`config.mk`:
```
export PLATFORM = sky130hd
export DESIGN_NAME = espi_regs
export DESIGN_NICKNAME = d
export VERILOG_FILES = /design/src/design/espi_pkg.sv /design/src/design/espi_regs.sv
export SDC_FILE = /design/constraint.sdc
export NUM_CORES = 1
export LEC_CHECK = 0
export BUFFER_PORTS_ARGS = -buffer_cell sky130_fd_sc_hd__buf_4
export CAP_MARGIN = 10
export CORE_ASPECT_RATIO = 1.4
export CORE_MARGIN = 5
export CORE_UTILIZATION = 40
export DETAILED_ROUTE_END_ITERATION = 8
export GPL_ROUTABILITY_DRIVEN = 0
export GPL_TIMING_DRIVEN = 0
export PLACE_DENSITY = 0.69
export SYNTH_ARGS = -nofsm -noshare
export SYNTH_HDL_FRONTEND = slang
export SYNTH_SLANG_ARGS = --single-unit
```
`constraint.sdc`:
```
create_clock -name i_clk -period 2 [get_ports i_clk]
set_input_delay 0.3 -clock i_clk [delete_from_list [all_inputs] [get_ports i_clk]]
set_output_delay 0.3 -clock i_clk [all_outputs]
set_load 0.02 [all_outputs]
```
`src/design/espi_pkg.sv`:
```
`timescale 1ns / 1ps
// ----------------------------------------------------------------------------
// Encoder speed PI controller package
// Shared register map, configuration type and fixed constants.
// ----------------------------------------------------------------------------
package espi_pkg;

    localparam int APB_ADDR_W = 4;
    localparam int APB_DATA_W = 32;
    localparam int REG_W      = 16;

    localparam logic [REG_W-1:0] RST_REF_SPEED   = 16'd0;
    localparam logic [REG_W-1:0] RST_SPEED_SCALE = 16'd150;
    localparam logic [REG_W-1:0] RST_GAIN_NOW    = 16'd2815;
    localparam logic [REG_W-1:0] RST_GAIN_PREV   = 16'd2782;

    localparam int GAIN_FRAC     = 16;
    localparam int DRIVE_MAX_INT = 12;
    localparam int DUTY_FULL     = 1000;
    // Reciprocal of twelve, scaled by 2^17; exact for dividends below 32768.
    localparam int DUTY_RECIP       = 10923;
    localparam int DUTY_RECIP_SHIFT = 17;

    typedef enum logic [1:0] {
        REG_REF_SPEED   = 2'd0,
        REG_SPEED_SCALE = 2'd1,
        REG_GAIN_NOW    = 2'd2,
        REG_GAIN_PREV   = 2'd3
    } t_reg_idx;

    typedef struct packed {
        logic [REG_W-1:0] ref_speed;
        logic [REG_W-1:0] speed_scale;
        logic [REG_W-1:0] gain_now;
        logic [REG_W-1:0] gain_prev;
    } t_cfg;

endpackage

```
`src/design/espi_regs.sv`:
```
`timescale 1ns / 1ps
// ----------------------------------------------------------------------------
// Encoder speed PI controller register file
// APB-style configuration registers for reference, scale and gains.
// ----------------------------------------------------------------------------
module espi_regs (
    input  logic                             i_clk,
    input  logic                             i_rst_n,
    input  logic                             psel,
    input  logic                             penable,
    input  logic                             pwrite,
    input  logic [espi_pkg::APB_ADDR_W-1:0]  paddr,
    input  logic [espi_pkg::APB_DATA_W-1:0]  pwdata,
    output logic [espi_pkg::APB_DATA_W-1:0]  prdata,
    output logic                             pready,
    output espi_pkg::t_cfg                   o_cfg
);

    espi_pkg::t_cfg     r_cfg;
    espi_pkg::t_reg_idx reg_idx;
    logic               wr_en;
    logic [espi_pkg::REG_W-1:0] rd_val;
    logic [espi_pkg::REG_W-1:0] wr_val;

    assign pready  = 1'b1;
    assign reg_idx = espi_pkg::t_reg_idx'(paddr[3:2]);
    assign wr_en   = psel && penable && pwrite && pready;
    assign wr_val  = pwdata[espi_pkg::REG_W-1:0];

    always_ff @(posedge i_clk) begin
        if (!i_rst_n) begin
            r_cfg.ref_speed   <= espi_pkg::RST_REF_SPEED;
            r_cfg.speed_scale <= espi_pkg::RST_SPEED_SCALE;
            r_cfg.gain_now    <= espi_pkg::RST_GAIN_NOW;
            r_cfg.gain_prev   <= espi_pkg::RST_GAIN_PREV;
        end else if (wr_en) begin
            unique case (reg_idx)
                espi_pkg::REG_REF_SPEED:   r_cfg.ref_speed   <= wr_val;
                espi_pkg::REG_SPEED_SCALE: r_cfg.speed_scale <= wr_val;
                espi_pkg::REG_GAIN_NOW:    r_cfg.gain_now    <= wr_val;
                espi_pkg::REG_GAIN_PREV:   r_cfg.gain_prev   <= wr_val;
            endcase
        end
    end

    always_comb begin
        unique case (reg_idx)
            espi_pkg::REG_REF_SPEED:   rd_val = r_cfg.ref_speed;
            espi_pkg::REG_SPEED_SCALE: rd_val = r_cfg.speed_scale;
            espi_pkg::REG_GAIN_NOW:    rd_val = r_cfg.gain_now;
            espi_pkg::REG_GAIN_PREV:   rd_val = r_cfg.gain_prev;
        endcase
    end

    assign prdata = espi_pkg::APB_DATA_W'(rd_val);
    assign o_cfg  = r_cfg;

endmodule

```
==> results of run 1 <==
==> stage by stage <==
stage / cell area, um^2 / power, W / util (%)
after floorplan: 3120 / 0.00157 / -
after global placement: 4000 / 0.00170 / 53.9
after detailed placement: 4000 / 0.00171 / 53.9
after CTS: 4200 / 0.00284 / 56.6
after global routing: 4200 / 0.00292 / 56.6
final: 4200 / 0.00282 / 56.6
==> routing by layer <==
layer	track usage, %	up-vias	share of wire (%)
met3	4.70	10	5.4
met1	20.9	1201	41
met5	0	-	0
li1	-	1218	-
met4	6.87	0	1.7
met2	32.3	82	51
==> cells by family after synthesis <==
family | Yosys count
other cells | 2
mux | 70
compound gates | 20
buf+inv | 51
simple gates | 85
flops | 64
==> worst max-delay path by stage <==
| stage | from | end | slack, ns | depth (start not counted) |
|---|---|---|---|---|
| after detailed placement | paddr[3] | prdata[11] | 0.008 | 5 |
| final | paddr[3] | prdata[14] | 0.25 | 4 |
| after floorplan | paddr[3] | prdata[10] | 0.41 | 3 |
| after global placement | paddr[3] | prdata[11] | 0.004 | 5 |
| after CTS | paddr[3] | prdata[14] | 0.23 | 4 |
| after global routing | paddr[3] | prdata[14] | 0.20 | 4 |
==> power by group <==
group	internal, W	switching [W]
Sequential	0.00129	0.0000152
Clock	0.000667	0.000477
Combinational	0.000160	0.000206
Total	0.00212	0.000699
==> cells in the final DEF, fill, tap and decap left out <==
cell type | synthesis | final
nand3_1 | 1 | 1
mux4_1 | 6 | 6
nand2b_1 | 1 | 1
buf_12 | 1 | 1
buf_6 | 5 | 5
nand2_1 | 58 | 58
bufinv_16 | 0 | 1
mux4_2 | 10 | 10
mux2i_1 | 54 | 54
clkbuf_8 | 0 | 12
inv_1 | 11 | 11
clkinv_2 | 0 | 2
nand4_4 | 1 | 1
conb_1 | 2 | 17
nor3_4 | 1 | 1
nor3_2 | 1 | 1
buf_2 | 5 | 4
o21ai_0 | 10 | 10
or3_1 | 1 | 1
buf_4 | 17 | 117
o211ai_1 | 10 | 10
clkbuf_1 | 12 | 12
or2_1 | 1 | 1
dfxtp_1 | 64 | 64
nor2b_1 | 20 | 20
==> area by class of cell <==
cell class	instances	share of cell area [%]
Multi-Input combinational cell	192	36.4
Timing Repair Buffer	100	17.9
Inverter	11	0.984
Sequential cell	64	30.5
Buffer	39	6.41
Clock buffer	12	3.94
Tap cell	97	2.89
Clock inverter	3	0.954
==> repair_timing <==
action | in CTS | in global routing
buffers inserted | 0 | 0
gates resized for setup | 0 | 0
endpoints found under the setup margin | 2 | 0
==> worst max-delay path: stages <==
cell    delay (ns)
buf_4         0.09
buf_6         0.26
mux4_1        0.62
buf_4         0.18
==> flow_metrics.env, run 1 <==
export IMPL_ff_latch_area_mm2=0.00128
export IMPL_hold_path_endpoint="o_cfg[49]$_SDFFE_PN0P_"
export IMPL_largest_register_ffs=64
export IMPL_rsz0062_at_grt="no"
export IMPL_h_tree_depth=3
export IMPL_rrSetupSlack_ns=1.33
export IMPL_postSynthAreaPerCell_um2=10.5
export IMPL_wire_per_inst_um=16.6
export IMPL_worst_hold_slack_ns=0.231
export IMPL_drc_errors=0
export IMPL_io_pins=138
export IMPL_netlist_top_cells_count="dfxtp_1, nand2_1, mux2i_1"
export IMPL_cts_made_buffers=9
export IMPL_die_h_um=114
export IMPL_fin_cells=518
export IMPL_critPathLaunchType="primary input"
export IMPL_path_clk_slew_ns=0.07
export IMPL_synth_simple_area_share_pct=13.5
export IMPL_min_delay_start="pwdata[1]"
export IMPL_setup_viol=0
export IMPL_core_area_mm2=0.00741
export IMPL_critPathKind="in2out"
export IMPL_nNetsFinal=458
export IMPL_syn_area_mm2=0.00307
export IMPL_yosysMostFrequentCell="dfxtp_1"
export IMPL_dp_hpwl_um=6610
export IMPL_rows=37
export IMPL_timing_rr_start="o_cfg[20]$_SDFFE_PN1P_"
export IMPL_synth_mux_area_share_pct=30.1
export IMPL_worstPathMaxFanout=19
export IMPL_max_slew_margin_pct=60.4
export IMPL_cp_arrival_ns=1.45
export IMPL_r2r_end="o_cfg[20]$_SDFFE_PN1P_"
export IMPL_synth_warnings=0
export IMPL_ys_types=22
export IMPL_fill_cells=696
export IMPL_rr_worst_depth=2
export IMPL_clkSinkCount=64
export IMPL_synth_cells=292
export IMPL_antenna_cells=0
export IMPL_critPathRequiredTime_ns=1.70
export IMPL_hold_buffers=0
export IMPL_grt_max_degree=20
export IMPL_synth_edf_count=0
export IMPL_async_reset_ff_share_pct=0
export IMPL_finalSetupTns_ns=0
export IMPL_status="complete, no violations"
export IMPL_clk_path_buf_depth=2
export IMPL_endpoint_kind="output pin"
export IMPL_vias=2511
export IMPL_hold_viol=0
export IMPL_synth_area_leaders="dfxtp_1, mux2i_1, mux4_2, nand2_1, mux4_1"
export IMPL_skew_ns=0
export IMPL_routed_wl_um=8620
export IMPL_dr_first_iter_drc_count=100
export IMPL_synth_top_family_by_area="multiplexers"
export IMPL_finalWorstSetupSlack_ns=0.245
export IMPL_vias_per_cell=4.85
export IMPL_worst_skew_pair_late_latency_ns=0.33
export IMPL_grt_pass1_wl_um=13600
export IMPL_start_util_pct=41.4
export IMPL_ys_seq_elements=64
export IMPL_fp_dieW_um=84
export IMPL_period_needed_ns=1.75
export IMPL_synth_ff_type="dfxtp_1"
export IMPL_irDropWorstVdd_v=0.000361
export IMPL_cts_tree="yes"
export IMPL_drv_slew=0
export IMPL_synth_top_cell_area_share_pct=41.8
export IMPL_synth_compound_area_share_pct=4.08
export IMPL_synth_xor_area_share_pct=0
export IMPL_power_density_mw_per_mm2=672
export IMPL_drive_gt1_share_pct=36.8
export IMPL_tightest_slew_ns=0.594
export IMPL_synth_area_leader_cell="dfxtp_1"
export IMPL_synth_yosys_seq_area_share_pct=41.8
export IMPL_fin_crit_sh_pct=87.7
export IMPL_place_ws_ns=0.00818
export IMPL_ant_nets=0
export IMPL_drt_first_pass_iters=4
export IMPL_p_leak_nw=1.97
export IMPL_cts_root_buf="clkbuf_8"
export IMPL_dieArea_mm2=0.00954
export IMPL_synth_fa_ha_area_share_pct=0
export IMPL_multiInputGateArea_mm2=0.00153
export IMPL_max_freq_mhz=570
export IMPL_dp_cells=504
export IMPL_worstHoldPathCells=3
export IMPL_min_path_type="in2reg"
export IMPL_grt_pass1_vias=2608
export IMPL_drv_cap=0
export IMPL_antenna_found_initial=0
export IMPL_numPortBuffers=100
export IMPL_syn_to_final_growth_pct=36.8
export IMPL_grt_overflow=0
export IMPL_grt_total_usage_pct=18.2
(Power assumes the default switching activity.)
==> run 2: changes to the inputs <==
CTS_BUF_LIST = sky130_fd_sc_hd__clkbuf_2   (was unset)
PLACE_DENSITY = 0.71   (was 0.69)
clock period = 1.5 ns   (was 2 ns; I/O delays follow)
==> flow_metrics.env, run 2 (synthesis results as in run 1) <==
export IMPL_p_leak_nw=2.21
export IMPL_h_tree_depth=3
export IMPL_finalPower_w=0.00327
export IMPL_drc_errors=0
export IMPL_status="finished with violations"
export IMPL_fill_cells=642
export IMPL_cp_arrival_ns=1.48
export IMPL_final_cell_mix="buf_4, nand2_1, dfxtp_2, mux2i_1, buf_6"
export IMPL_drv_cap=0
export IMPL_max_slew_margin_pct=59.4
export IMPL_path_clk_slew_ns=0.18
export IMPL_cts_tree="yes"
export IMPL_worstPathMaxFanout=2
export IMPL_min_path_type="in2reg"
export IMPL_skew_ns=0
export IMPL_grt_pass1_vias=3068
export IMPL_tightest_slew_ns=0.610
export IMPL_max_freq_mhz=586
export IMPL_critPathRequiredTime_ns=1.27
export IMPL_drt_first_pass_iters=4
export IMPL_worstHoldPathCells=3
export IMPL_grt_total_usage_pct=21.2
export IMPL_ant_nets=0
export IMPL_antenna_cells=0
export IMPL_endpoint_kind="output pin"
export IMPL_antenna_found_initial=0
export IMPL_critPathKind="reg2out"
export IMPL_finalWorstSetupSlack_ns=-0.205
export IMPL_rsz0062_at_grt="yes"
export IMPL_die_h_um=114
export IMPL_critPathLaunchType="register"
export IMPL_rr_worst_depth=4
export IMPL_vias_per_cell=4.94
export IMPL_dieArea_mm2=0.00954
export IMPL_grt_pass1_wl_um=16000
export IMPL_syn_to_final_growth_pct=53.0
export IMPL_dr_wl_met3_um=599
export IMPL_numPortBuffers=100
export IMPL_core_area_mm2=0.00741
export IMPL_fin_crit_sh_pct=114
export IMPL_m1WireLength_um=3820
export IMPL_power_density_mw_per_mm2=697
export IMPL_rows=37
export IMPL_nNetsFinal=520
export IMPL_top_layer="met4"
export IMPL_routed_wl_um=9930
export IMPL_grt_max_degree=11
export IMPL_wire_per_inst_um=17.1
export IMPL_start_util_pct=41.4
export IMPL_vias=2867
export IMPL_setup_viol=16
export IMPL_io_pins=138
export IMPL_period_needed_ns=1.71
export IMPL_cts_made_buffers=9
export IMPL_dp_hpwl_um=6670
export IMPL_largest_register_ffs=64
export IMPL_fin_cells=580
export IMPL_violations="setup timing"
export IMPL_drv_slew=0
export IMPL_dp_cells=504
export IMPL_post_route_util_pct=63.4
export IMPL_clkSinkCount=64
export IMPL_place_ws_ns=-0.364
export IMPL_dr_first_iter_drc_count=177
export IMPL_cts_root_buf="clkbuf_2"
export IMPL_drive_gt1_share_pct=55.3
export IMPL_grt_overflow=0
export IMPL_fp_dieW_um=84
export IMPL_final_common_cell="buf_4"
export IMPL_hold_viol=0
export IMPL_route_met2_wl_um=5240
export IMPL_irDropWorstVdd_v=0.000385
export IMPL_clk_path_buf_depth=2
export IMPL_finalSetupTns_ns=-2.80
export IMPL_worst_skew_pair_late_latency_ns=0.47
## run 2: cell types whose count changed in the layout (fill, tap and decap cells not counted)
cell,delta
buf_6,+18
clkbuf_8,-12
dlygate4sd3_1,+10
clkbuf_2,+9
dfxtp_1,-57
clkinv_1,+3
dfxtp_2,+57
mux4_2,+6
buf_4,+34
mux4_1,-6
## run 2: path summary, 6_finish.rpt
kind                            endpoint  slack [ns]                    from
setup / recovery               prdata[9]       -0.21   o_cfg[9]$_SDFFE_PN1P_
hold / removal    o_cfg[24]$_SDFFE_PN0P_        0.06               pwdata[8]
setup reg to reg   o_cfg[3]$_SDFFE_PN1P_        0.60   o_cfg[3]$_SDFFE_PN1P_
hold reg to reg   o_cfg[26]$_SDFFE_PN0P_        0.48  o_cfg[26]$_SDFFE_PN0P_
## run 2: critical path: stages (launching register included)
cell and delay (ns):
dfxtp_2 0.36, mux4_2 0.48, buf_6 0.15
## run 2: power breakdown
group          leakage [nW]  internal (W)  switching (W)
Sequential            0.526       0.00173      0.0000158
Clock                0.0640      0.000355       0.000596
Combinational          1.62      0.000270       0.000307
## run 2: through the flow
| step | cell area (um^2) | hold slack (ns) |
|---|---|---|
| global route | 4690 | 0.0600 |
| CTS | 4680 | 0.0472 |
| finish | 4690 | 0.0597 |
| floorplan | 3120 | 0.367 |
| detailed placement | 4000 | 0.463 |
| global placement | 4000 | 0.458 |
## run 2: area by class of cell
type / instances / area [um^2] / area share (%)
clock inverter: 6 / 51.3 / 1.09
multi-input combinational: 192 / 1500 / 32.0
buffer: 40 / 280 / 5.97
timing repair buffer: 161 / 1300 / 27.6
inverter: 11 / 41.3 / 0.880
clock buffer: 9 / 45.0 / 0.960
sequential: 64 / 1350 / 28.8
tap: 97 / 121 / 2.59
## run 2: repair_timing
item,4_1_cts,5_1_grt
hold buffers,10,0
setup buffers,50,1
gates resized for setup,80,2
setup endpoints to repair,16,16
endpoints found under the hold margin,17,0
pin swaps,0,0
## run 2: routing by layer
layer / global-route usage [%] / vias up
met2: 39.0 / 119
met5: 0 / -
met3: 4.19 / 23
li1: - / 1339
met4: 8.48 / 0
met1: 23.8 / 1386
==> run 3: changes to the inputs <==
ABC_AREA = 1   (was unset)
==> flow_metrics.env, run 3 <==
export IMPL_synth_warnings=0
export IMPL_drc_errors=0
export IMPL_final_common_cell="nand2_1"
export IMPL_cts_root_buf="clkbuf_2"
export IMPL_vias=3389
export IMPL_async_reset_ff_share_pct=0
export IMPL_nNetsFinal=637
export IMPL_power_share_combinational_pct=18.3
export IMPL_rsz0062_at_grt="yes"
export IMPL_syn_to_final_growth_pct=39.3
export IMPL_drt_first_pass_iters=4
export IMPL_vias_per_cell=4.83
export IMPL_ff_latch_area_mm2=0.00129
export IMPL_p_clk_share_pct=33.0
export IMPL_rrSetupSlack_ns=0.87
export IMPL_design_area_mm2=0.00429
export IMPL_timing_rr_start="o_cfg[31]$_SDFFE_PN0P_"
export IMPL_period_needed_ns=1.49
export IMPL_netlist_top_cells_count="nand2_1, nor2_1, dfxtp_1, nand3_1, buf_4"
export IMPL_r2r_end="o_cfg[31]$_SDFFE_PN0P_"
export IMPL_multiInputGateArea_mm2=0.00149
export IMPL_synth_fa_ha_area_share_pct=0
export IMPL_endpoint="prdata[0]"
export IMPL_max_slew_margin_pct=60.5
export IMPL_hold_viol=0
export IMPL_clkSinkCount=64
export IMPL_die_h_um=114
export IMPL_wire_per_inst_um=14.8
export IMPL_finalPower_w=0.00364
export IMPL_grt_max_degree=12
export IMPL_grt_pass1_wl_um=16600
export IMPL_drv_slew=0
export IMPL_synth_xor_area_share_pct=0
export IMPL_grt_pass1_vias=3255
export IMPL_ys_types=16
export IMPL_crit_start="o_cfg[48]$_SDFFE_PN0P_"
export IMPL_antenna_found_initial=0
export IMPL_syn_area_mm2=0.00308
export IMPL_worst_skew_pair_late_latency_ns=0.49
export IMPL_critPathRequiredTime_ns=1.27
export IMPL_status="complete, no violations"
export IMPL_synth_compound_area_share_pct=0
export IMPL_p_sw_w=0.00108
export IMPL_synth_edf_count=0
export IMPL_ys_seq_elements=64
export IMPL_synth_mux_area_share_pct=0
export IMPL_fill_cells=799
export IMPL_synth_top_cell_area_share_pct=41.6
export IMPL_path_clk_slew_ns=0.18
export IMPL_synth_simple_area_share_pct=46.1
export IMPL_io_pins=138
export IMPL_worstPathMaxFanout=3
export IMPL_synth_cells=459
export IMPL_final_cell_mix="nand2_1, buf_4, nor2_1, nand3_1, dfxtp_1"
export IMPL_critPathLaunchType="register"
export IMPL_ant_nets=0
export IMPL_h_tree_depth=3
export IMPL_p_leak_nw=2.13
export IMPL_clk_path_buf_depth=2
export IMPL_synth_ff_type="dfxtp_1"
export IMPL_postPlaceCellArea_mm2=0.00402
export IMPL_dp_hpwl_um=7530
export IMPL_largest_register_ffs=64
export IMPL_fp_dieW_um=84.2
export IMPL_grt_overflow=0
export IMPL_fin_crit_sh_pct=99.1
export IMPL_numPortBuffers=101
export IMPL_routed_wl_um=10400
export IMPL_setup_viol=0
export IMPL_cts_made_buffers=9
export IMPL_synth_area_leader_cell="dfxtp_1"
export IMPL_grt_total_usage_pct=22.0
export IMPL_max_freq_mhz=673
export IMPL_cts_tree="yes"
export IMPL_internal_power_w=0.00256
export IMPL_switching_share_pct=29.8
export IMPL_dr_first_iter_drc_count=169
export IMPL_synth_area_leaders="dfxtp_1, nand2_1, nor2_1, nand3_1, buf_4"
export IMPL_dieArea_mm2=0.00958
export IMPL_skew_ns=0
export IMPL_postSynthAreaPerCell_um2=6.71
export IMPL_core_area_mm2=0.00765
export IMPL_tightest_slew_ns=0.593
export IMPL_endpoint_kind="output pin"
export IMPL_rr_worst_depth=2
export IMPL_power_density_mw_per_mm2=849
export IMPL_start_util_pct=40.2
export IMPL_power_frac_seq_pct=48.7
export IMPL_drv_cap=0
export IMPL_critPathKind="reg2out"
export IMPL_yosysMostFrequentCell="nand2_1"
export IMPL_cp_arrival_ns=1.26
export IMPL_irDropWorstVdd_v=0.000460
export IMPL_synth_top_family_by_area="simple AND/OR/NAND/NOR gates"
export IMPL_drive_gt1_share_pct=28.6
export IMPL_rows=38
export IMPL_synth_yosys_seq_area_share_pct=41.6
export IMPL_min_path_type="in2reg"
## run 3: final cells by class
class / count / area share [%]
Multi-Input combinational cell: 348 / 34.7
Sequential cell: 64 / 30.1
Timing Repair Buffer: 111 / 20.0
Buffer: 42 / 7.26
Tap cell: 100 / 2.92
Clock inverter: 6 / 1.95
Inverter: 20 / 1.75
Clock buffer: 10 / 1.17
Antenna cell: 1 / 0.0583
## run 3: worst max-delay path: stages, from the launching register on
cell and delay [ns]:
dfxtp_2 0.37, nand2_1 0.07, nand4_1 0.13, buf_4 0.19
## run 3: cell families after synthesis
logic type / after synthesis
and+or+nand+nor: 331
DFF: 64
buffers and inverters: 62
other: 2
## run 3: what timing repair did
item	CTS	global route
setup buffers	0	0
hold endpoints to repair	22	0
gates resized for setup	4	13
hold buffers	10	0
setup endpoints to repair	11	15
## run 3: stage by stage
stage / setup TNS (ns) / utilization [%] / setup slack, ns / hold slack (ns) / cells
after floorplan: 0 / - / 0.378 / 0.351 / 474
after global placement: -0.0954 / 52.5 / -0.0289 / 0.454 / 675
after detailed placement: -0.136 / 52.5 / -0.0324 / 0.461 / 675
after CTS: 0 / 55.7 / 0.000141 / 0.00803 / 701
after global routing: -0.0848 / 56.0 / -0.0241 / 0.0338 / 701
final: 0 / 56.0 / 0.0142 / 0.0154 / 702
## run 3: power by group through the flow
stage | logic, W | registers, W | clock network [W]
2_1_floorplan | 0.000343 | 0.00185 | 0
3_5_place_dp | 0.000636 | 0.00181 | 0
5_1_grt | 0.000725 | 0.00178 | 0.00125
3_3_place_gp | 0.000631 | 0.00181 | 0
6_report | 0.000666 | 0.00177 | 0.00120
4_1_cts | 0.000662 | 0.00177 | 0.00120
## run 3: worst min-delay path by stage
stage,from,to,slack [ns],cells past startpoint
floorplan,pwdata[1],o_cfg[33]$_SDFFE_PN1P_,0.35,2
global placement,pwdata[9],o_cfg[9]$_SDFFE_PN1P_,0.45,3
detailed placement,pwdata[9],o_cfg[25]$_SDFFE_PN1P_,0.46,3
CTS,i_rst_n,o_cfg[54]$_SDFFE_PN0P_,0.008,3
global route,i_rst_n,o_cfg[55]$_SDFFE_PN0P_,0.03,3
finish,i_rst_n,o_cfg[55]$_SDFFE_PN0P_,0.02,3
## run 3: per-layer routing
metal  share of wire, %  wire (um)  global-route usage [%]
met1                 39       4070                    25.1
met2                 52       5410                    39.7
met3                6.5        680                    3.32
met4                2.3        240                    10.9
met5                  0          0                       0
